===== src/rtl/rlzd_pkg.sv =====
// rlzd_pkg: shared types, constants and the preset dictionary text
// for the compressed rtf (lzfu) decompressor
// no dependencies
`default_nettype none

package rlzd_pkg;

    localparam int DICT_SIZE   = 4096;
    localparam int DICT_AW     = $clog2(DICT_SIZE);
    localparam int FILL_W      = DICT_AW + 1;
    localparam int COUNT_WIDTH = 24;
    localparam int LIMIT_W     = 24;
    localparam int PRESET_LEN  = 207;
    localparam int PRESET_AW   = $clog2(PRESET_LEN);
    localparam int LEN_W       = 5;
    localparam int FLAGS_W     = 4;
    localparam int FLAGS_PER_CTRL = 8;
    localparam int LEN_BIAS    = 2;
    localparam logic [7:0] LEN_MASK = 8'h0F;
    localparam logic [LIMIT_W-1:0] LIMIT_RESET = {LIMIT_W{1'b1}};

    localparam logic [1:0] STATUS_BYTE  = 2'd0;
    localparam logic [1:0] STATUS_LIMIT = 2'd1;
    localparam logic [1:0] STATUS_ZERO  = 2'd2;

    typedef enum logic [1:0] {
        ST_IDLE,
        ST_DECODE,
        ST_COPY_RD,
        ST_COPY_WR
    } state_t;

    typedef enum logic [1:0] {
        EMIT_LITERAL,
        EMIT_COPY,
        EMIT_LIMIT,
        EMIT_ZERO
    } emit_sel_t;

    typedef struct packed {
        logic      accept;
        logic      emit;
        emit_sel_t emit_sel;
        logic      emit_last;
        logic      dict_write;
        logic      advance_flag;
        logic      load_flags;
        logic      store_high;
        logic      start_copy;
        logic      clear_phase;
        logic      copy_read;
        logic      set_halt;
    } cmd_t;

    typedef struct packed {
        logic halted;
        logic limit_zero;
        logic flags_empty;
        logic flag_bit;
        logic ref_phase;
        logic item_last;
        logic at_limit;
        logic copy_final;
        logic out_free;
    } sts_t;

    localparam logic [7:0] PRESET_ROM [0:PRESET_LEN-1] = '{
        8'h7B, 8'h5C, 8'h72, 8'h74, 8'h66, 8'h31, 8'h5C, 8'h61,
        8'h6E, 8'h73, 8'h69, 8'h5C, 8'h6D, 8'h61, 8'h63, 8'h5C,
        8'h64, 8'h65, 8'h66, 8'h66, 8'h30, 8'h5C, 8'h64, 8'h65,
        8'h66, 8'h74, 8'h61, 8'h62, 8'h37, 8'h32, 8'h30, 8'h7B,
        8'h5C, 8'h66, 8'h6F, 8'h6E, 8'h74, 8'h74, 8'h62, 8'h6C,
        8'h3B, 8'h7D, 8'h7B, 8'h5C, 8'h66, 8'h30, 8'h5C, 8'h66,
        8'h6E, 8'h69, 8'h6C, 8'h20, 8'h5C, 8'h66, 8'h72, 8'h6F,
        8'h6D, 8'h61, 8'h6E, 8'h20, 8'h5C, 8'h66, 8'h73, 8'h77,
        8'h69, 8'h73, 8'h73, 8'h20, 8'h5C, 8'h66, 8'h6D, 8'h6F,
        8'h64, 8'h65, 8'h72, 8'h6E, 8'h20, 8'h5C, 8'h66, 8'h73,
        8'h63, 8'h72, 8'h69, 8'h70, 8'h74, 8'h20, 8'h5C, 8'h66,
        8'h64, 8'h65, 8'h63, 8'h6F, 8'h72, 8'h20, 8'h4D, 8'h53,
        8'h20, 8'h53, 8'h61, 8'h6E, 8'h73, 8'h20, 8'h53, 8'h65,
        8'h72, 8'h69, 8'h66, 8'h53, 8'h79, 8'h6D, 8'h62, 8'h6F,
        8'h6C, 8'h41, 8'h72, 8'h69, 8'h61, 8'h6C, 8'h54, 8'h69,
        8'h6D, 8'h65, 8'h73, 8'h20, 8'h4E, 8'h65, 8'h77, 8'h20,
        8'h52, 8'h6F, 8'h6D, 8'h61, 8'h6E, 8'h43, 8'h6F, 8'h75,
        8'h72, 8'h69, 8'h65, 8'h72, 8'h7B, 8'h5C, 8'h63, 8'h6F,
        8'h6C, 8'h6F, 8'h72, 8'h74, 8'h62, 8'h6C, 8'h5C, 8'h72,
        8'h65, 8'h64, 8'h30, 8'h5C, 8'h67, 8'h72, 8'h65, 8'h65,
        8'h6E, 8'h30, 8'h5C, 8'h62, 8'h6C, 8'h75, 8'h65, 8'h30,
        8'h0D, 8'h0A, 8'h5C, 8'h70, 8'h61, 8'h72, 8'h20, 8'h5C,
        8'h70, 8'h61, 8'h72, 8'h64, 8'h5C, 8'h70, 8'h6C, 8'h61,
        8'h69, 8'h6E, 8'h5C, 8'h66, 8'h30, 8'h5C, 8'h66, 8'h73,
        8'h32, 8'h30, 8'h5C, 8'h62, 8'h5C, 8'h69, 8'h5C, 8'h75,
        8'h5C, 8'h74, 8'h61, 8'h62, 8'h5C, 8'h74, 8'h78
    };

    function automatic logic [7:0] preset_byte(input logic [DICT_AW-1:0] addr);
        logic [7:0] value;
        value = 8'h00;
        if (addr < DICT_AW'(PRESET_LEN))
        begin
            value = PRESET_ROM[addr[PRESET_AW-1:0]];
        end
        return value;
    endfunction

endpackage

`default_nettype wire


===== src/rtl/rlzd_ctrl.sv =====
// rlzd_ctrl: sequencing state machine of the decompressor
// depends on rlzd_pkg; drives commands to rlzd_datapath from its status
`default_nettype none

module rlzd_ctrl (
    input  wire logic          clk,
    input  wire logic          rst_n,
    input  wire logic          item_valid,
    output logic               item_stall,
    input  wire rlzd_pkg::sts_t sts,
    output rlzd_pkg::cmd_t     cmd
);

    rlzd_pkg::state_t state_reg;
    rlzd_pkg::state_t state_next;

    always_ff @(posedge clk or negedge rst_n)
    begin
        if (!rst_n)
        begin
            state_reg <= rlzd_pkg::ST_IDLE;
        end
        else
        begin
            state_reg <= state_next;
        end
    end

    always_comb
    begin
        state_next = state_reg;
        case (state_reg)
            rlzd_pkg::ST_IDLE:
            begin
                if (item_valid)
                begin
                    state_next = rlzd_pkg::ST_DECODE;
                end
            end
            rlzd_pkg::ST_DECODE:
            begin
                if (sts.halted)
                begin
                    state_next = rlzd_pkg::ST_IDLE;
                end
                else if (sts.limit_zero)
                begin
                    if (sts.out_free)
                    begin
                        state_next = rlzd_pkg::ST_IDLE;
                    end
                end
                else if (sts.flags_empty)
                begin
                    state_next = rlzd_pkg::ST_IDLE;
                end
                else if (!sts.flag_bit)
                begin
                    if (sts.out_free)
                    begin
                        state_next = rlzd_pkg::ST_IDLE;
                    end
                end
                else if (!sts.ref_phase || sts.item_last)
                begin
                    state_next = rlzd_pkg::ST_IDLE;
                end
                else
                begin
                    state_next = rlzd_pkg::ST_COPY_RD;
                end
            end
            rlzd_pkg::ST_COPY_RD:
            begin
                state_next = rlzd_pkg::ST_COPY_WR;
            end
            rlzd_pkg::ST_COPY_WR:
            begin
                if (sts.out_free)
                begin
                    if (sts.at_limit || sts.copy_final)
                    begin
                        state_next = rlzd_pkg::ST_IDLE;
                    end
                    else
                    begin
                        state_next = rlzd_pkg::ST_COPY_RD;
                    end
                end
            end
            default:
            begin
                state_next = rlzd_pkg::ST_IDLE;
            end
        endcase
    end

    always_comb
    begin
        cmd = '0;
        cmd.emit_sel = rlzd_pkg::EMIT_LITERAL;
        item_stall = (state_reg != rlzd_pkg::ST_IDLE);
        case (state_reg)
            rlzd_pkg::ST_IDLE:
            begin
                cmd.accept = item_valid;
            end
            rlzd_pkg::ST_DECODE:
            begin
                if (sts.halted)
                begin
                    cmd = '0;
                end
                else if (sts.limit_zero)
                begin
                    if (sts.out_free)
                    begin
                        cmd.emit      = 1'b1;
                        cmd.emit_sel  = rlzd_pkg::EMIT_ZERO;
                        cmd.emit_last = 1'b1;
                        cmd.set_halt  = 1'b1;
                    end
                end
                else if (sts.flags_empty)
                begin
                    cmd.load_flags = 1'b1;
                    cmd.set_halt   = sts.item_last;
                end
                else if (!sts.flag_bit)
                begin
                    if (sts.out_free)
                    begin
                        cmd.emit      = 1'b1;
                        cmd.emit_last = 1'b1;
                        if (sts.at_limit)
                        begin
                            cmd.emit_sel = rlzd_pkg::EMIT_LIMIT;
                            cmd.set_halt = 1'b1;
                        end
                        else
                        begin
                            cmd.emit_sel     = rlzd_pkg::EMIT_LITERAL;
                            cmd.dict_write   = 1'b1;
                            cmd.advance_flag = 1'b1;
                            cmd.set_halt     = sts.item_last;
                        end
                    end
                end
                else if (!sts.ref_phase)
                begin
                    cmd.store_high = 1'b1;
                    cmd.set_halt   = sts.item_last;
                end
                else if (sts.item_last)
                begin
                    cmd.clear_phase = 1'b1;
                    cmd.set_halt    = 1'b1;
                end
                else
                begin
                    cmd.clear_phase = 1'b1;
                    cmd.start_copy  = 1'b1;
                end
            end
            rlzd_pkg::ST_COPY_RD:
            begin
                cmd.copy_read = 1'b1;
            end
            rlzd_pkg::ST_COPY_WR:
            begin
                if (sts.out_free)
                begin
                    cmd.emit = 1'b1;
                    if (sts.at_limit)
                    begin
                        cmd.emit_sel  = rlzd_pkg::EMIT_LIMIT;
                        cmd.emit_last = 1'b1;
                        cmd.set_halt  = 1'b1;
                    end
                    else
                    begin
                        cmd.emit_sel     = rlzd_pkg::EMIT_COPY;
                        cmd.emit_last    = sts.copy_final;
                        cmd.dict_write   = 1'b1;
                        cmd.advance_flag = sts.copy_final;
                    end
                end
            end
            default:
            begin
                cmd = '0;
            end
        endcase
    end

endmodule

`default_nettype wire


===== config.mk =====
export PLATFORM = sky130hd
export DESIGN_NAME = rlzd_ctrl
export DESIGN_NICKNAME = d
export VERILOG_FILES = /design/src/rtl/rlzd_pkg.sv /design/src/rtl/rlzd_ctrl.sv
export SDC_FILE = /design/constraint.sdc
export NUM_CORES = 1
export LEC_CHECK = 0
export BUFFER_PORTS_ARGS = -buffer_cell sky130_fd_sc_hd__buf_4
export CORE_AREA = 2 2 39 41
export CTS_BUF_LIST = sky130_fd_sc_hd__clkbuf_8
export DETAILED_ROUTE_END_ITERATION = 8
export DIE_AREA = 0 0 41 43
export PLACE_DENSITY = 0.63
export SYNTH_ARGS = -nofsm -noshare
export SYNTH_HDL_FRONTEND = slang
export SYNTH_SLANG_ARGS = --single-unit

===== constraint.sdc =====
create_clock -name clk -period 1.55 [get_ports clk]
set_input_delay 0 -clock clk [delete_from_list [all_inputs] [get_ports clk]]
set_output_delay 0 -clock clk [all_outputs]
set_load 0.02 [all_outputs]

---- Word level (Yosys, flattened, before mapping) ----
Cells that the tools add are included.
storage, ports and cells
  input bits .............................. 12
  bits in registers ....................... 2
operators by class
  equality and inequality tests ........... 5
  mux-type cells .......................... 44
  reductions and logical operators ........ 6
operator list
  kind                                                 number
  2-to-1 mux 6 bit                                     5
  2-to-1 mux 2 bit                                     13
  2-to-1 mux 1 bit                                     16
  2-to-1 mux 4 bit                                     3
  case mux 6 bit (2 select lines)                      1
  2-to-1 mux 10 bit                                    1
  2-to-1 mux 3 bit                                     3
  case mux 2 bit (4 select lines)                      1
  equality test 2 bit, second input constant           2
  != test 2 bit, second input constant                 2
  equality test 2 x 1 -> 1 bit, second input constant  1
  zero test 2 bit                                      1
  logical OR 1 bit                                     2
  case mux 1 bit (2 select lines)                      1
  AND reduction 2 bit                                  1
  nonzero test 2 bit                                   1
  zero test 1 bit                                      1

---- Depth between registers and ports, before layout ----
  depth in word-level cells ............... 8
  mapped depth ............................ 4

---- Least setup slack after synthesis ----
Ideal clock, no wire load.
  kind .................................... flip-flop to output port
  start ................................... register state_reg[1]
  end ..................................... output cmd[7] in the netlist's numbering
  cell stages (with the launch flop) ...... 5
  setup slack ............................. 0.238 ns
  buffers on the path ..................... 1
  arrival ................................. 1.312 ns
  path through ............................ dfrtp_1 buf_6 nor4b_4 nand3_1 a21oi_1
RTL lines
  what                    line             source
  start, declared         rlzd_ctrl.sv:14  rlzd_pkg::state_t state_reg;
  start signal, assigned  rlzd_ctrl.sv:21  state_reg <= rlzd_pkg::ST_IDLE;
  start signal, assigned  rlzd_ctrl.sv:25  state_reg <= state_next;
  end, declared           rlzd_ctrl.sv:11  output rlzd_pkg::cmd_t cmd

==> results_dict.tcl <==
set metrics [dict create \
    yosys.area_share.xor_xnor 0 \
    maxCapViolCount 0 \
    top_level_ports 26 \
    layout_setup_ws_ns 0.0691 \
    grt_use_total 0.106 \
    grt_max_degree 12 \
    clock_sinks 2 \
    antenna_found_initial 0 \
    largest_register_ffs 2 \
    antenna_cells 0 \
    multiInputGateArea_um2 239 \
    worstHoldPathType "input port to async pin" \
    crit_arrival_ns 1.48 \
    fillers 148 \
    area_growth_pct 87.9 \
    place_ws_ns 0.212 \
    clk_latency_ns 0.21 \
    fin_crit_ns 1.48 \
    std_cell_rows 14 \
    ys_seq_area_frac 0.161 \
    critPathCaptureType "output port" \
    drtAntennaViolNets 0 \
    p_per_area_nw_per_um2 864 \
    h-tree-depth 1 \
    nNetsFinal 86 \
    synth_area_um2 310 \
    status "finished, final reports clean" \
    ir_drop_mv 0.412 \
    firstDrtPassIters 4 \
    seqCellArea_um2 52.6 \
    yosys.area_share.simple 0.524 \
    vias 424 \
    start_kind "register" \
    tightest_slew_ns 0.297 \
    cts.path.max_buffers 2 \
    synth_top_family_by_area "simple AND/OR/NAND/NOR gates" \
    yosysTopAreaCell "dfrtp_1" \
    critical-path-top-delay-family "simple AND/OR/NAND/NOR gates" \
    whs_ns 0.113 \
    placedCellCount 81 \
    cp_slowest_cell "dfrtp_2" \
    port_buffers 25 \
    syn_avg_cell_area_um2 7.39 \
    synth.area.top_cells "dfrtp_1 16%, o21ai_0 11%, and4bb_2 8.1%, nor4b_4 7.7%, nand2_1 4.8%" \
    synthArstFlopShare 1.00 \
    synthTopCellsByCount "7 x o21ai_0, 4 x nand2_1, 4 x nor2_1" \
    p_leak_nw 0.293 \
    slew_headroom 0.801 \
    drive_above_1_share 0.556 \
    rsz0062_at_grt "yes" \
    wire_per_inst_um 10.5 \
    yosysMostFrequentCell "o21ai_0" \
    chipWidth_um 41 \
    grt_pass1_vias 324 \
    final_max_slew_viol_count 0 \
    die_y_um 43 \
    ys_types 23 \
    synth_flop_cell "dfrtp_1" \
    overflow 0 \
    synthAdderAreaFrac 0 \
    final_util 0.421 \
    numCtsBuffers 3 \
    clk_pin_slew_worst_paths_ns 0.03 \
    netlist_instances 42 \
    crit_chain "nor4b_4, nand3_1, a21oi_1, buf_4" \
    dieArea_um2 1760 \
    remaining_drc_errors 0 \
    max_stage_delay_ns 0.44 \
    max_freq_mhz 675 \
    cts_root_buffer "clkbuf_8" \
    synth_top_area_frac 0.161 \
    viasPerCell 4.82 \
    critical_path_class "register to output port" \
    syn_nets 54 \
    cts_tree "done" \
    fin_crit_sh 0.955 \
    path_max_fanout 7 \
    core_area_um2 1380 \
    skew_ns 0.00253 \
    first_iter_violations 4 \
    fin_cells 88 \
    worst_ep_required_time_ns 1.55 \
    setup_viol 0 \
    synth_edf_count 0 \
    synth_mux_area_frac 0 \
    start_util 0.224 \
    finalHoldViolations 0 \
    finalWirelength_um 928 \
    synth_compound_gate_area_share 0.238 \
    grt_pass1_wl_um 1290 \
    power_uw 503 \
    globalplace.congestion 0.821 \
    synth-seq-cells 2 \
    yosys_warnings 0 \
    critPathBufInv 1 \
]
-- routing by layer --
layer | part of all wire | vias up | global-route usage
met5 | 0 | - | 0
met4 | 0 | 0 | 0.0600
met3 | 0.072 | 0 | 0.0314
met2 | 0.47 | 15 | 0.134
met1 | 0.45 | 193 | 0.153
li1 | - | 216 | -
-- final timing paths --
check                        startpoint      endpoint  slack (ns)  cells after the start
min in group clk                 sts[4]  state_reg[1]        0.11                      3
max in group asynchronous         rst_n  state_reg[1]        1.34                      2
min reg2reg                state_reg[0]  state_reg[0]        0.67                      2
max                        state_reg[1]        cmd[7]        0.07                      4
max reg2reg                state_reg[1]  state_reg[1]        0.33                      3
min                               rst_n  state_reg[0]        0.11                      2
-- worst register-to-register path, delay by kind of cell, from the launching register on --
family / cells / cell delay, ns
AOI/OAI and AO/OA: 1 / 0.14
DFF: 1 / 0.44
and+or+nand+nor: 2 / 0.55
-- logic make-up (layout without fill, tap and decap cells) --
kind of cell,count (synthesis),in the layout
AOI/OAI and AO/OA,13,13
buffers and inverters,4,34
DFF,2,2
and+or+nand+nor,23,23
-- placed cells by master (no fill, tap or decap), types with 2 or more instances in the layout --
master and instances:
nand2_1 4, nand3_1 2, nand4_1 2, buf_4 27
inv_1 2, dlygate4sd3_1 2, nor3b_1 2, dfrtp_2 2
clkbuf_8 3, nor2_1 3, a21oi_1 2, and4bb_2 2
o21ai_0 7
-- area by class of cell --
| type | instances | area share |
|---|---|---|
| multi-input combinational | 36 | 0.410 |
| clock buffer | 3 | 0.0708 |
| sequential | 2 | 0.0901 |
| inverter | 2 | 0.0129 |
| timing repair buffer | 29 | 0.382 |
| tap | 16 | 0.0343 |
-- power breakdown --
group	total, mW	switching (mW)	internal (mW)
Sequential	0.0913	0.0260	0.0653
Clock	0.201	0.0373	0.164
Combinational	0.211	0.101	0.110
-- timing repair --
item                                    in CTS  in global routing
endpoints found under the hold margin        3                  0
pin swaps                                    1                  3
hold buffers                                 2                  0
endpoints found under the setup margin       1                  3
resized for setup                            0                  3
buffers inserted                             0                  2
-- per-stage QoR --
step	cell area (µm²)	setup TNS [ns]
floorplan	310	0
global placement	502	0
detailed placement	502	0
CTS	563	0
global route	583	-0.0346
finish	583	0
Note: power is estimated with default switching activity, not from simulation.
